`config.mk`:
```
export PLATFORM = sky130hd
export DESIGN_NAME = utf8_path_validator
export DESIGN_NICKNAME = d
export VERILOG_FILES = /design/src/hdl/utf8pv_pkg.sv /design/src/hdl/utf8pv_step.sv /design/src/hdl/utf8_path_validator.sv
export SDC_FILE = /design/constraint.sdc
export NUM_CORES = 1
export LEC_CHECK = 0
export ABC_AREA = 1
export BUFFER_PORTS_ARGS = -buffer_cell sky130_fd_sc_hd__buf_4
export CAP_MARGIN = 10
export CORE_UTILIZATION = 43
export CTS_BUF_LIST = sky130_fd_sc_hd__clkbuf_4 sky130_fd_sc_hd__clkbuf_8
export CTS_CLUSTER_SIZE = 12
export DETAILED_ROUTE_END_ITERATION = 8
export GPL_TIMING_DRIVEN = 0
export PLACE_DENSITY = 0.58
export SLEW_MARGIN = 40
export SYNTH_ARGS = -nofsm -noshare
export SYNTH_HDL_FRONTEND = slang
export SYNTH_HIERARCHICAL = 1
export SYNTH_SLANG_ARGS = --single-unit
```
`constraint.sdc`:
```
create_clock -name clk -period 2.73 [get_ports clk]
set_input_delay 0.1365 -clock clk [delete_from_list [all_inputs] [get_ports clk]]
set_output_delay 0.1365 -clock clk [all_outputs]
set_load 0.005 [all_outputs]
```
`src/hdl/utf8pv_pkg.sv`:
```
`timescale 1ns / 1ps
// ----------------------------------------------------------------------------
// utf8pv_pkg
// Shared types, constants and helpers for the UTF-8 path validator.
// ----------------------------------------------------------------------------
package utf8pv_pkg;

  localparam int unsigned LenW  = 16;  // max_length register
  localparam int unsigned CntW  = 17;  // byte counter, holds max_length + 1
  localparam int unsigned CodeW = 21;  // decoded code point

  // lead byte ranges
  localparam logic [7:0] LEAD2_LO = 8'hC2;
  localparam logic [7:0] LEAD2_HI = 8'hDF;
  localparam logic [7:0] LEAD3_LO = 8'hE0;
  localparam logic [7:0] LEAD3_HI = 8'hEF;
  localparam logic [7:0] LEAD4_LO = 8'hF0;
  localparam logic [7:0] LEAD4_HI = 8'hF4;
  localparam logic [1:0] CONT_TAG = 2'b10;

  localparam logic [CodeW-1:0] MIN_CLS1 = 21'h00080;
  localparam logic [CodeW-1:0] MIN_CLS2 = 21'h00800;
  localparam logic [CodeW-1:0] MIN_CLS3 = 21'h10000;
  localparam logic [CodeW-1:0] CP_MAX   = 21'h10FFFF;
  localparam logic [CodeW-1:0] SURR_LO  = 21'h0D800;
  localparam logic [CodeW-1:0] SURR_HI  = 21'h0DFFF;

  localparam logic [15:0] MAX_LEN_RESET = 16'd4096;

  // sequence class codes
  localparam logic [1:0] CLS_NONE = 2'd0;
  localparam logic [1:0] CLS_TWO  = 2'd1;
  localparam logic [1:0] CLS_THREE = 2'd2;
  localparam logic [1:0] CLS_FOUR = 2'd3;

  // per-string decode state
  typedef struct packed {
    logic [1:0]       pending;  // continuation bytes still expected
    logic [CodeW-1:0] partial;  // value decoded so far
    logic [1:0]       cls;      // class of the open sequence
    logic [CntW-1:0]  count;    // bytes seen, saturating
    logic             err;      // a rule was broken
  } str_state_t;

  function automatic logic [CodeW-1:0] class_min(input logic [1:0] cls);
    logic [CodeW-1:0] m;
    case (cls)
      CLS_TWO:   m = MIN_CLS1;
      CLS_THREE: m = MIN_CLS2;
      default:   m = MIN_CLS3;
    endcase
    return m;
  endfunction

endpackage

```
`src/hdl/utf8pv_step.sv`:
```
`timescale 1ns / 1ps
// ----------------------------------------------------------------------------
// utf8pv_step
// One-word update of the decode state, plus the verdict for an end marker.
// ----------------------------------------------------------------------------
module utf8pv_step (
  input  utf8pv_pkg::str_state_t       st,
  input  logic [7:0]                   data_byte,
  input  logic                         end_marker,
  input  logic [utf8pv_pkg::LenW-1:0]  max_length,
  output utf8pv_pkg::str_state_t       st_next,
  output logic                         is_valid
);

  logic [utf8pv_pkg::CntW-1:0]  cnt_lim;
  logic [utf8pv_pkg::CntW-1:0]  max_ext;
  logic [utf8pv_pkg::CodeW-1:0] pv_shift;
  logic                         bad_cp;
  utf8pv_pkg::str_state_t       st_byte;

  assign max_ext  = {1'b0, max_length};
  assign cnt_lim  = max_ext + utf8pv_pkg::CntW'(1);
  assign pv_shift = {st.partial[utf8pv_pkg::CodeW-7:0], data_byte[5:0]};

  // range checks on a completed sequence
  assign bad_cp = (pv_shift < utf8pv_pkg::class_min(st.cls)) ||
                  (pv_shift > utf8pv_pkg::CP_MAX) ||
                  ((pv_shift >= utf8pv_pkg::SURR_LO) && (pv_shift <= utf8pv_pkg::SURR_HI));

  always_comb begin
    st_byte = st;
    if (st.count < cnt_lim) begin
      st_byte.count = st.count + utf8pv_pkg::CntW'(1);
    end
    if (!st.err) begin
      if (st.pending != 2'd0) begin
        if (data_byte[7:6] != utf8pv_pkg::CONT_TAG) begin
          st_byte.err = 1'b1;
        end else begin
          st_byte.partial = pv_shift;
          st_byte.pending = st.pending - 2'd1;
          if (st.pending == 2'd1) begin
            st_byte.err     = bad_cp;
            st_byte.partial = '0;
            st_byte.cls     = utf8pv_pkg::CLS_NONE;
          end
        end
      end else if (data_byte[7]) begin
        if (data_byte inside {[utf8pv_pkg::LEAD2_LO:utf8pv_pkg::LEAD2_HI]}) begin
          st_byte.cls     = utf8pv_pkg::CLS_TWO;
          st_byte.pending = utf8pv_pkg::CLS_TWO;
          st_byte.partial = utf8pv_pkg::CodeW'(data_byte[4:0]);
        end else if (data_byte inside {[utf8pv_pkg::LEAD3_LO:utf8pv_pkg::LEAD3_HI]}) begin
          st_byte.cls     = utf8pv_pkg::CLS_THREE;
          st_byte.pending = utf8pv_pkg::CLS_THREE;
          st_byte.partial = utf8pv_pkg::CodeW'(data_byte[3:0]);
        end else if (data_byte inside {[utf8pv_pkg::LEAD4_LO:utf8pv_pkg::LEAD4_HI]}) begin
          st_byte.cls     = utf8pv_pkg::CLS_FOUR;
          st_byte.pending = utf8pv_pkg::CLS_FOUR;
          st_byte.partial = utf8pv_pkg::CodeW'(data_byte[2:0]);
        end else begin
          st_byte.err = 1'b1;
        end
      end
    end
  end

  assign is_valid = !st.err && (st.pending == 2'd0) &&
                    (st.count != '0) && (st.count <= max_ext);

  // an end marker clears the string state
  assign st_next = end_marker ? utf8pv_pkg::str_state_t'('0) : st_byte;

endmodule

```
`src/hdl/utf8_path_validator.sv`:
```
`timescale 1ns / 1ps
// ----------------------------------------------------------------------------
// utf8_path_validator
// Strict UTF-8 checker for byte strings with a length limit.
// ----------------------------------------------------------------------------
// Feed one byte per word on the slave stream; a word with tlast set carries
// no byte and closes the string, and one verdict word comes out for it
// (tdata bit 0 = 1 when the string is non-empty, no longer than max_length,
// properly terminated and strict UTF-8: no overlongs, surrogates or values
// above 10FFFF). Throughput is one word per clock unless an end word stalls.
// Each word passes through the input register and is then folded into the
// string state; a verdict enters the output register as its end word
// leaves the input register. The only stall is an end word waiting there
// while the previous verdict is still unread; byte words keep flowing.
// max_length (reset 4096) is written through the cfg channel, which is
// always ready; write it between strings.
// ----------------------------------------------------------------------------
module utf8_path_validator (
  input  logic                         clk,
  input  logic                         rst,
  // configuration
  input  logic                         cfg_valid,
  output logic                         cfg_ready,
  input  logic [utf8pv_pkg::LenW-1:0]  cfg_data,    // [15:0] max_length
  // input stream
  input  logic                         s_axis_tvalid,
  output logic                         s_axis_tready,
  input  logic [7:0]                   s_axis_tdata,  // [7:0] data_byte
  input  logic                         s_axis_tlast,  // end_marker
  // verdict stream
  output logic                         m_axis_tvalid,
  input  logic                         m_axis_tready,
  output logic [7:0]                   m_axis_tdata   // [0] is_valid, [7:1] zero
);

  // config register
  logic [utf8pv_pkg::LenW-1:0] max_length;

  // input register
  logic       in_valid;
  logic [7:0] in_byte;
  logic       in_last;

  // string state
  utf8pv_pkg::str_state_t st;
  utf8pv_pkg::str_state_t st_next;
  logic                   verdict;

  // output register
  logic out_valid;
  logic out_ok;

  logic advance;

  assign cfg_ready = 1'b1;

  // byte words never wait; an end word waits for a free output register
  assign advance       = in_valid && (!in_last || !out_valid || m_axis_tready);
  assign s_axis_tready = !in_valid || advance;

  utf8pv_step u_step (
    .st         (st),
    .data_byte  (in_byte),
    .end_marker (in_last),
    .max_length (max_length),
    .st_next    (st_next),
    .is_valid   (verdict)
  );

  always_ff @(posedge clk) begin
    if (rst) begin
      max_length <= utf8pv_pkg::MAX_LEN_RESET;
      in_valid   <= 1'b0;
      out_valid  <= 1'b0;
      st         <= '0;
    end else begin
      if (cfg_valid) begin
        max_length <= cfg_data;
      end
      if (s_axis_tready) begin
        in_valid <= s_axis_tvalid;
      end
      if (advance) begin
        st <= st_next;
      end
      if (advance && in_last) begin
        out_valid <= 1'b1;
      end else if (m_axis_tready) begin
        out_valid <= 1'b0;
      end
    end
  end

  // payload registers
  always_ff @(posedge clk) begin
    if (s_axis_tready && s_axis_tvalid) begin
      in_byte <= s_axis_tdata;
      in_last <= s_axis_tlast;
    end
    if (advance && in_last) begin
      out_ok <= verdict;
    end
  end

  assign m_axis_tvalid = out_valid;
  assign m_axis_tdata  = {7'd0, out_ok};

`ifndef NO_ASSERTIONS
  // an end word must not overwrite an unread verdict
  a_no_overrun: assert property (@(posedge clk) disable iff (rst)
    (in_valid && in_last && out_valid && !m_axis_tready) |-> !advance)
    else $error("verdict overrun");

  // string state is clear right after an end word
  a_clear_on_end: assert property (@(posedge clk) disable iff (rst)
    (advance && in_last) |=> (st.count == '0 && st.pending == 2'd0 && !st.err))
    else $error("state not cleared after end word");

  // pending continuations never exceed what the open class asked for
  a_pending_cls: assert property (@(posedge clk) disable iff (rst)
    st.pending <= st.cls)
    else $error("pending count above sequence class");
`endif

endmodule

```
==> out/metrics.cfg, run 1 <==
[timing]
timing.final.max_slew_violations = 0
setup_viol = 17
fin_crit_ns = 2.98
layout_setup_ws_ns = -0.252
worst_pin_slew_ns = 0.552
rsz0062_at_grt = yes
fmaxAchievable_mhz = 335
finClkSkew_ns = 0.0103
hold_viol = 0
finalSetupTns_ns = -3.57
slew_headroom_pct = 63.2
period_share_pct = 109

[final_layout]
antennaDiodeCount = 0
layout.cells.non_filler = 1182
layout.nets = 1077
drive_above_1_share_pct = 17.3
area_growth_pct = 22.8

[floorplanning]
core_area_um2 = 12800
die_w_um = 118
pin_count = 41
die_area_um2 = 13900
rows = 41
die_y_um = 118
start_util_pct = 45.0

[synth]
synth.cell_area_um2 = 5770
avgSynthCellArea_um2 = 6.35
yosys_warnings = 6
netlist_instances = 908

[cts]
htree_levels = 3
cts_root_buffer = clkbuf_8
clk_pin_slew_ns = 0.08
cts_buffers = 9
cts_tree = yes
ctsLongestPathBuffers = 2
clk-insertion-delay-late_ns = 0.37
cts.sinks = 65

[critical_path]
worstPathRequired_ns = 3.04
worst_setup_path_start_kind = flop
rrSetupSlack_ns = -0.25
path_class = reg -> reg
cp.arrival_ns = 3.30
end_kind = flop
path_max_fanout = 6

[global_route]
grt_max_degree = 12
grt_pass1_wl_um = 27400
globalRouteTotalUtil_pct = 24.8
antenna_found_initial = 0
grt-ovfl-total = 0
grt_pass1_vias = 5791

[route]
drc = 0
wl_per_cell_um = 14.4
postRouteAntennaNets = 0
vias_per_cell = 5.08
drt_iter0_drc = 284
firstDrtPassIters = 6
detail_route.wirelength_um = 17000
vias = 6009

[power]
p_comb_share_pct = 32.9
swShare_pct = 36.0
p_seq_share_pct = 37.9
power.leakage_uw = 0.00325
vdd_drop_max_uv = 238
clkPwrFrac_pct = 29.2
power_density_nw_per_um2 = 423
p_switching_uw = 1080
intPower_uw = 1920

[placement]
dp.cells = 1118
routabilityCongestion = 0.917
place_hpwl_um = 12400
io_buffer_count = 32

[outcome]
failed_checks = negative setup slack
status = complete, but fails checks

[flow_run]
cap_violations = 0

[min_path]
min_path_type = in -> reg

[per-layer routing]
metal  share of wire [%]  track usage, %  vias up
met2                  51            45.6      125
met4                 4.1            13.4        0
met1                  42            26.4     2719
met3                 3.1            5.28       50
met5                   0               0        -
li1                    -               -     3115
[metrics by stage]
stage / cell area, um2 / power (uW) / setup WS, ns / utilization [%] / hold WS, ns
3_3_place_gp: 6270 / 1970 / -0.561 / 48.9 / 0.305
6_report: 7080 / 2990 / -0.252 / 55.2 / 0.0373
5_1_grt: 7080 / 3190 / -0.454 / 55.2 / 0.0449
2_1_floorplan: 5820 / 1760 / 0.00535 / - / 0.206
4_1_cts: 7010 / 2990 / -0.212 / 54.7 / 0.0225
3_5_place_dp: 6270 / 1990 / -0.601 / 48.9 / 0.307
[registers in the layout (all words and copies together) (netlist names)]
name and flops:
in_valid 1, in_byte 8, st 37, out_ok 1
m_axis_tvalid 1, in_last 1, max_length 16
[cell usage in the layout, fill, tap and decap left out, types with 9 or more instances in the layout]
cell type	n
nand4_1	22
inv_1	127
ha_1	40
dlygate4sd3_1	27
buf_2	9
a21oi_1	64
nand3_1	65
a21oi_2	11
buf_4	60
edfxtp_1	10
nor2_1	117
buf_6	12
dfxtp_1	52
nand2_1	174
clkbuf_8	10
clkbuf_1	27
o211ai_1	10
nand2_2	16
xor2_1	17
nand3_2	13
o21ai_0	57
[power by group through the flow]
stage	Sequential, uW	Combinational, uW	Clock, uW
detailed placement	1150	837	0
global placement	1150	820	0
floorplan	1120	644	0
global route	1140	1110	941
CTS	1130	950	904
finish	1130	986	874
[critical path, cell delays in order (launching register included)]
cell	delay, ns
dfxtp_4	0.38
ha_4	0.15
nand4_1	0.14
nor2_2	0.21
nand2_2	0.08
inv_2	0.08
nand3_4	0.07
nor2_4	0.12
nand2_1	0.05
nand2_1	0.06
nand2_2	0.07
ha_4	0.28
nand2_4	0.05
nor2_4	0.10
nand2_2	0.07
clkinv_4	0.07
nand3_4	0.12
nand3_4	0.19
buf_6	0.15
nand2_1	0.05
a21oi_1	0.14
inv_1	0.05
nand3_1	0.08
nand2_1	0.06
nor2_1	0.10
[path summary, 6_finish.rpt]
| path | startpoint | end | depth (start not counted) |
|---|---|---|---|
| worst min-delay path | m_axis_tready | m_axis_tvalid$_SDFFE_PP0P_ | 4 |
| worst min register to register | max_length[12]$_SDFFE_PP1P_ | max_length[12]$_SDFFE_PP1P_ | 2 |
| worst max register to register | max_length[0]$_SDFFE_PP0P_ | st[5]$_SDFFE_PP0P_ | 24 |
| worst max-delay path | max_length[0]$_SDFFE_PP0P_ | st[5]$_SDFFE_PP0P_ | 24 |
[timing repair]
item / 4_1_cts / 5_1_grt
setup buffers: 16 / 3
gates resized for setup: 36 / 14
gates cloned: 2 / 0
pin swaps: 21 / 20
setup endpoints to repair: 17 / 17
endpoints found under the hold margin: 26 / 0
hold buffers: 27 / 0
[area by class of cell]
| class | instances | area [um2] |
|---|---|---|
| sequential | 65 | 1410 |
| timing repair buffer | 80 | 691 |
| clock inverter | 5 | 55.1 |
| buffer | 55 | 312 |
| inverter | 130 | 493 |
| clock buffer | 11 | 145 |
| multi-input combinational | 664 | 3760 |
| tap | 172 | 215 |
| fill | 1330 | 5740 |
No activity file was read; power rests on OpenSTA's default activity.
==> inputs of run 2 (changes only) <==
--- a/config.mk
+++ b/config.mk
@@ -13,6 +13,7 @@
 export CTS_CLUSTER_SIZE = 12
 export DETAILED_ROUTE_END_ITERATION = 8
 export GPL_TIMING_DRIVEN = 0
+export MAX_ROUTING_LAYER = met4
 export PLACE_DENSITY = 0.58
 export SLEW_MARGIN = 40
 export SYNTH_ARGS = -nofsm -noshare
==> run 2 against run 1 <==
  * The run still ends with negative setup slack left
  * Critical path depth down 3
  * First-iteration DRC count increased by 24%
  * Sequential share of layout area is 0.12 points lower
  * Clock-buffer cell count is 2 higher
  * Sequential power is essentially flat
  * Register-to-register slack worse by 0.02 ns
  * Wire length about the same
  * Flip-flop and latch count unchanged
  * Maximum frequency is 0.71% lower
  * Die area unchanged
  * Worst hold slack better by 0.0074 ns
  * Clock power up 2%
==> out/metrics.cfg, run 2 (synthesized netlist as in run 1, its figures left out) <==
[cts]
ctsLongestPathBuffers = 2  ; unchanged
clk-insertion-delay-late_ns = 0.37  ; about the same
cts_root_buffer = clkbuf_8  ; unchanged
cts.sinks = 65  ; unchanged
cts_buffers = 9  ; unchanged
htree_levels = 3  ; unchanged
clk_pin_slew_ns = 0.08  ; about the same
cts_tree = yes  ; unchanged

[power]
p_comb_share_pct = 32.3  ; was 32.9%
power.total_uw = 2990  ; about the same
intPower_uw = 1940  ; was 1920 uW
power_density_nw_per_um2 = 421  ; was 423 nW/um2
clkPwrFrac_pct = 29.8  ; was 29.2%
p_seq_share_pct = 38.0  ; was 37.9%
p_switching_uw = 1050  ; was 1080 uW
power.leakage_uw = 0.00327  ; was 0.00325 uW
swShare_pct = 35.0  ; was 36.0%
vdd_drop_max_uv = 249  ; was 238 uV

[final_layout]
finish.instance_area_um2 = 7110  ; was 7080 um2
drive_above_1_share_pct = 17.5  ; was 17.3%
top_register = st  ; unchanged
largestRegisters = st (37), max_length (16), in_byte (8)  ; unchanged
largest_reg_flops = 37  ; unchanged
layout_common_cells = nand2_1 (175), inv_1 (127), nor2_1 (117)  ; was nand2_1 (174), inv_1 (127), nor2_1 (117)
area_growth_pct = 23.3  ; was 22.8%
layout.cells.non_filler = 1185  ; was 1182
antennaDiodeCount = 0  ; unchanged
layout.nets = 1080  ; was 1077
fillers = 1312  ; was 1330
final_common_cell = nand2_1  ; unchanged

[placement]
routabilityCongestion = 0.939  ; was 0.917
place_hpwl_um = 12400  ; about the same
io_buffer_count = 32  ; unchanged
placed_cell_area_um2 = 6270  ; unchanged
dp.cells = 1118  ; unchanged

[critical_path]
end_kind = flop  ; unchanged
cp.arrival_ns = 3.30  ; about the same
path_max_fanout = 5  ; was 6
worstPathRequired_ns = 3.03  ; was 3.04 ns
worst_setup_path_start_kind = flop  ; unchanged
path_class = reg -> reg  ; unchanged

[global_route]
grt_max_degree = 12  ; unchanged
globalRouteTotalUtil_pct = 25.6  ; was 24.8%
antenna_found_initial = 0  ; unchanged
grt_pass1_wl_um = 27800  ; was 27400 um
grt-ovfl-total = 0  ; unchanged
grt_pass1_vias = 5878  ; was 5791

[timing]
finClkSkew_ns = 0.00830  ; was 0.0103 ns
hold_viol = 0  ; unchanged
fin_crit_ns = 3.00  ; was 2.98 ns
timing.final.max_slew_violations = 0  ; unchanged
layout_setup_ws_ns = -0.274  ; was -0.252 ns
slew_headroom_pct = 61.9  ; was 63.2%
period_share_pct = 110  ; was 109%
worst_pin_slew_ns = 0.572  ; was 0.552 ns
setup_viol = 17  ; unchanged
rsz0062_at_grt = yes  ; unchanged
fmaxAchievable_mhz = 333  ; was 335 MHz

[floorplanning]
die_area_um2 = 13900  ; unchanged
die_w_um = 118  ; unchanged
core_area_um2 = 12800  ; unchanged
rows = 41  ; unchanged
die_y_um = 118  ; unchanged
pin_count = 41  ; unchanged
start_util_pct = 45.0  ; unchanged

[route]
drc = 0  ; unchanged
vias_per_cell = 5.14  ; was 5.08
vias = 6096  ; was 6009
detail_route.wirelength_um = 17000  ; about the same
wl_per_cell_um = 14.3  ; was 14.4 um
drt_iter0_drc = 352  ; was 284
firstDrtPassIters = 5  ; was 6
postRouteAntennaNets = 0  ; unchanged

[outcome]
status = complete, but fails checks  ; unchanged
failed_checks = negative setup slack  ; unchanged

[flow_run]
cap_violations = 0  ; unchanged

[min_path]
min_path_type = in -> reg  ; unchanged

run 2: path summary, 6_finish.rpt:
| path | startpoint | endpoint | slack, ns | cells after the start |
|---|---|---|---|---|
| max | max_length[0]$_SDFFE_PP0P_ | st[5]$_SDFFE_PP0P_ | -0.27 | 21 |
| min | m_axis_tready | m_axis_tvalid$_SDFFE_PP0P_ | 0.04 | 4 |
| max reg2reg | max_length[0]$_SDFFE_PP0P_ | st[5]$_SDFFE_PP0P_ | -0.27 | 21 |
| min reg2reg | max_length[12]$_SDFFE_PP1P_ | max_length[12]$_SDFFE_PP1P_ | 0.48 | 2 |
run 2: power by group through the flow:
stage               Sequential [uW]  Combinational [uW]  Clock [uW]
global placement               1150                 820           0
global route                   1150                1090         941
detailed placement             1150                 835           0
CTS                            1130                 942         911
floorplan                      1120                 644           0
finish                         1140                 966         890
run 2: repair_timing:
item,CTS,global route
gates cloned,2,0
buffers inserted,20,2
pin swaps,16,19
gates resized for setup,29,18
hold buffers,27,0
setup endpoints to repair,17,17
endpoints found under the hold margin,26,0
run 2: per-layer routing:
layer  vias to the layer above  GRT usage, %  routed length (um)
met5                         -             -                   0
met2                       139          47.4                8870
met3                        33          3.49                 469
met1                      2807          27.4                7230
li1                       3117             -                   -
met4                         0          10.2                 438
run 2: cell type report:
cell class                 count  area [um2]  share of cell area [%]
multi-input combinational    664        3770                    53.0
sequential                    65        1410                    19.8
timing repair buffer          83         706                    9.93
inverter                     130         493                    6.93
buffer                        55         312                    4.38
tap                          172         215                    3.03
clock buffer                  13         166                    2.34
clock inverter                 3        40.0                   0.563
run 2: critical path, cell delays in order (launching register included):
cell and delay [ns]:
dfxtp_4 0.36, ha_4 0.14, nand4_1 0.16, buf_4 0.20
buf_4 0.12, buf_4 0.12, buf_4 0.14, o21ai_2 0.11
o21ai_1 0.08, ha_1 0.29, nand2_1 0.06, nor2_2 0.12
buf_4 0.13, nand3_4 0.12, nand3_4 0.15, buf_6 0.15
nand2_2 0.05, a21oi_1 0.13, inv_1 0.06, nand3_1 0.08
nand2_1 0.06, nor2_1 0.10
run 2: per-stage QoR:
stage	worst slack (ns)	hold WS, ns	setup TNS (ns)	util (%)
finish	-0.274	0.0447	-3.89	55.4
global route	-0.478	0.0674	-7.61	55.4
CTS	-0.226	0.0262	-3.39	54.8
detailed placement	-0.581	0.311	-8.95	48.9
global placement	-0.553	0.306	-8.50	48.9
floorplan	0.00535	0.206	0	-
==> inputs of run 3 (changes only) <==
--- a/config.mk
+++ b/config.mk
@@ -15,6 +15,7 @@
 export GPL_TIMING_DRIVEN = 0
 export MAX_ROUTING_LAYER = met4
 export PLACE_DENSITY = 0.58
+export REMOVE_ABC_BUFFERS = 1
 export SLEW_MARGIN = 40
 export SYNTH_ARGS = -nofsm -noshare
 export SYNTH_HDL_FRONTEND = slang
==> run 3 against run 2 <==
  * The run still ends with negative setup slack left
  * Combinational power fell by 4.2%
  * Clock skew is 0.0016 ns higher
  * Critical path type unchanged
  * Largest cell class unchanged
  * Total power rose by 1.3%
  * Global-route usage decreased by 3.2 points
  * Clock power rose by 8.8%
  * Final area down 2.4%
  * First-iteration DRC count increased by 6.3%
  * Setup slack better by 0.050 ns
  * Flip-flop and latch count did not move
  * Worst hold slack worse by 0.029 ns
==> out/metrics.cfg, run 3 (synthesized netlist as in run 1, its figures left out) <==
[final_layout]
final_common_cell = nand2_1  ; unchanged
layout_common_cells = nand2_1 (180), inv_1 (126), nor2_1 (117)  ; was nand2_1 (175), inv_1 (127), nor2_1 (117)
antennaDiodeCount = 0  ; unchanged
largest_reg_flops = 37  ; unchanged
top_register = st  ; unchanged
largestRegisters = st (37), max_length (16), in_byte (8)  ; unchanged
area_growth_pct = 20.2  ; was 23.3%
fillers = 1285  ; was 1312
drive_above_1_share_pct = 15.2  ; was 17.5%
layout.nets = 1031  ; was 1080

[floorplanning]
die_y_um = 118  ; unchanged
rows = 41  ; unchanged
start_util_pct = 45.0  ; unchanged
core_area_um2 = 12800  ; unchanged
die_area_um2 = 13900  ; unchanged
die_w_um = 118  ; unchanged
pin_count = 41  ; unchanged

[critical_path]
cp-endpoint = st[11]$_SDFFE_PP0P_  ; was st[5]$_SDFFE_PP0P_
path_max_fanout = 6  ; was 5
r2r_end = st[11]$_SDFFE_PP0P_  ; was st[5]$_SDFFE_PP0P_
worstPathRequired_ns = 2.99  ; was 3.03 ns
rrSetupSlack_ns = -0.22  ; was -0.27 ns
critical-path-slowest-cell = dfxtp_4  ; unchanged
r2r-start = max_length[1]$_SDFFE_PP0P_  ; was max_length[0]$_SDFFE_PP0P_
worst_setup_path_start_kind = flop  ; unchanged
ff2ff_path_depth = 24  ; was 21
slowest_delay_ns = 0.36  ; about the same
crit_top_cell = nand2_2  ; was buf_4
cp.arrival_ns = 3.21  ; was 3.30 ns
setup.worst_path.start = max_length[1]$_SDFFE_PP0P_  ; was max_length[0]$_SDFFE_PP0P_
path_cells = buf_6 -> nand3_4 -> nor3_4 -> nand2_2 -> nor2_4 -> nand2_2 -> nor2_2 -> xor2_1 -> ha_1 -> nand2_4 -> nor2_4 -> nand2_2 -> clkinv_4 -> nand3_4 -> nand2_2 -> nor2_4 -> clkbuf_16 -> nand3_1 -> nand2_1 -> nor2_1 -> inv_1 -> nand3_1 -> nand2_1 -> nor2_1  ; was ha_4 -> nand4_1 -> buf_4 -> buf_4 -> buf_4 -> buf_4 -> o21ai_2 -> o21ai_1 -> ha_1 -> nand2_1 -> nor2_2 -> buf_4 -> nand3_4 -> nand3_4 -> buf_6 -> nand2_2 -> a21oi_1 -> inv_1 -> nand3_1 -> nand2_1 -> nor2_1
end_kind = flop  ; unchanged
path_class = reg -> reg  ; unchanged

[placement]
io_buffer_count = 32  ; unchanged
routabilityCongestion = 0.873  ; was 0.939
place_ws_ns = -1.02  ; was -0.581 ns
place_hpwl_um = 9940  ; was 12400 um

[global_route]
grt_max_degree = 48  ; was 12
grt_pass1_vias = 5481  ; was 5878
antenna_found_initial = 0  ; unchanged
globalRouteTotalUtil_pct = 22.5  ; was 25.6%
grt_pass1_wl_um = 24900  ; was 27800 um
grt-ovfl-total = 0  ; unchanged

[power]
power_density_nw_per_um2 = 437  ; was 421 nW/um2
power.leakage_uw = 0.00317  ; was 0.00327 uW
vdd_drop_max_uv = 320  ; was 249 uV
power.total_uw = 3030  ; was 2990 uW

[route]
drc = 0  ; unchanged
postRouteAntennaNets = 0  ; unchanged
firstDrtPassIters = 5  ; unchanged
detail_route.wirelength_um = 14900  ; was 17000 um
drt_iter0_drc = 374  ; was 352
wl_per_cell_um = 13.1  ; was 14.3 um
vias = 5886  ; was 6096
vias_per_cell = 5.18  ; was 5.14

[timing]
period_share_pct = 108  ; was 110%
setup_viol = 17  ; unchanged
slew_headroom_pct = 50.5  ; was 61.9%
layout_setup_ws_ns = -0.223  ; was -0.274 ns
rsz0062_at_grt = yes  ; unchanged
timing.final.max_slew_violations = 0  ; unchanged
finClkSkew_ns = 0.00994  ; was 0.00830 ns
worst_pin_slew_ns = 0.742  ; was 0.572 ns
fin_crit_ns = 2.95  ; was 3.00 ns
fmaxAchievable_mhz = 339  ; was 333 MHz
finalSetupTns_ns = -3.20  ; was -3.89 ns
hold_viol = 0  ; unchanged

[cts]
clk_pin_slew_ns = 0.07  ; was 0.08 ns
cts.sinks = 65  ; unchanged
ctsLongestPathBuffers = 2  ; unchanged
cts_tree = yes  ; unchanged
clk-insertion-delay-late_ns = 0.37  ; about the same
cts_root_buffer = clkbuf_8  ; unchanged
cts_buffers = 9  ; unchanged
htree_levels = 3  ; unchanged

[outcome]
status = complete, but fails checks  ; unchanged
failed_checks = negative setup slack  ; unchanged

[flow_run]
cap_violations = 0  ; unchanged

[min_path]
min_path_type = in -> reg  ; unchanged

## run 3: cell types whose count changed in the layout (fill, tap and decap cells not counted), moves of 3 or more
| cell | change |
|---|---|
| nand2_1 | +5 |
| buf_6 | -6 |
| buf_4 | -18 |
| clkbuf_1 | -27 |
| nand2_2 | -3 |
| nand3_2 | -3 |
| nand3_1 | +4 |
| buf_12 | +6 |
| buf_2 | -9 |
## run 3: area by class of cell
class	count	area, um2	share of cell area (%)
Multi-Input combinational cell	669	3780	54.5
Tap cell	172	215	3.10
Clock inverter	6	90.1	1.30
Inverter	130	494	7.13
Timing Repair Buffer	84	803	11.6
Sequential cell	65	1410	20.4
Clock buffer	10	138	1.98
## run 3: critical path: cells and delay by family, from the launching register on
| kind | cells | cell delay [ns] |
|---|---|---|
| buffers and inverters | 4 | 0.38 |
| xor gates and xnor gates | 1 | 0.18 |
| adders and majority gates | 1 | 0.28 |
| and+or+nand+nor | 18 | 1.61 |
| DFF | 1 | 0.36 |
## run 3: how the worst min path moves through the flow
stage                 start                          end  slack (ns)  depth (start not counted)
2_1_floorplan           rst        in_valid$_SDFFE_PP0P_        0.21                          1
5_1_grt        cfg_data[14]  max_length[14]$_SDFFE_PP0P_        0.02                          3
3_5_place_dp            rst        in_valid$_SDFFE_PP0P_        0.30                          2
3_3_place_gp            rst        in_valid$_SDFFE_PP0P_        0.30                          2
4_1_cts        cfg_data[14]  max_length[14]$_SDFFE_PP0P_       0.008                          3
6_report       cfg_data[14]  max_length[14]$_SDFFE_PP0P_        0.02                          3
## run 3: power breakdown
| part | internal, uW | leakage, uW | switching, uW |
|---|---|---|---|
| Sequential | 1040 | 0.000553 | 100 |
| Clock | 542 | 0.000113 | 426 |
| Combinational | 401 | 0.00250 | 524 |
## run 3: metrics by stage
stage	utilization [%]	hold WS, ns	std cells	area [um2]
2_1_floorplan	-	0.206	859	5480
3_3_place_gp	46.3	0.303	1063	5940
3_5_place_dp	46.9	0.304	1067	6020
4_1_cts	53.1	0.00797	1129	6800
5_1_grt	54.1	0.0208	1136	6940
6_report	54.1	0.0158	1136	6940
## run 3: repair_timing
item | 4_1_cts | 5_1_grt
setup endpoints to repair | 17 | 17
hold buffers | 26 | 0
hold endpoints to repair | 25 | 0
pin swaps | 14 | 23
cloned | 3 | 3
setup buffers | 17 | 4
gates resized for setup | 23 | 14
## run 3: per-layer routing
layer  part of all wire [%]  GRT usage [%]
met5                      0              -
met3                    3.1           4.75
met4                    2.9           8.65
met2                     51           39.9
met1                     43           24.3
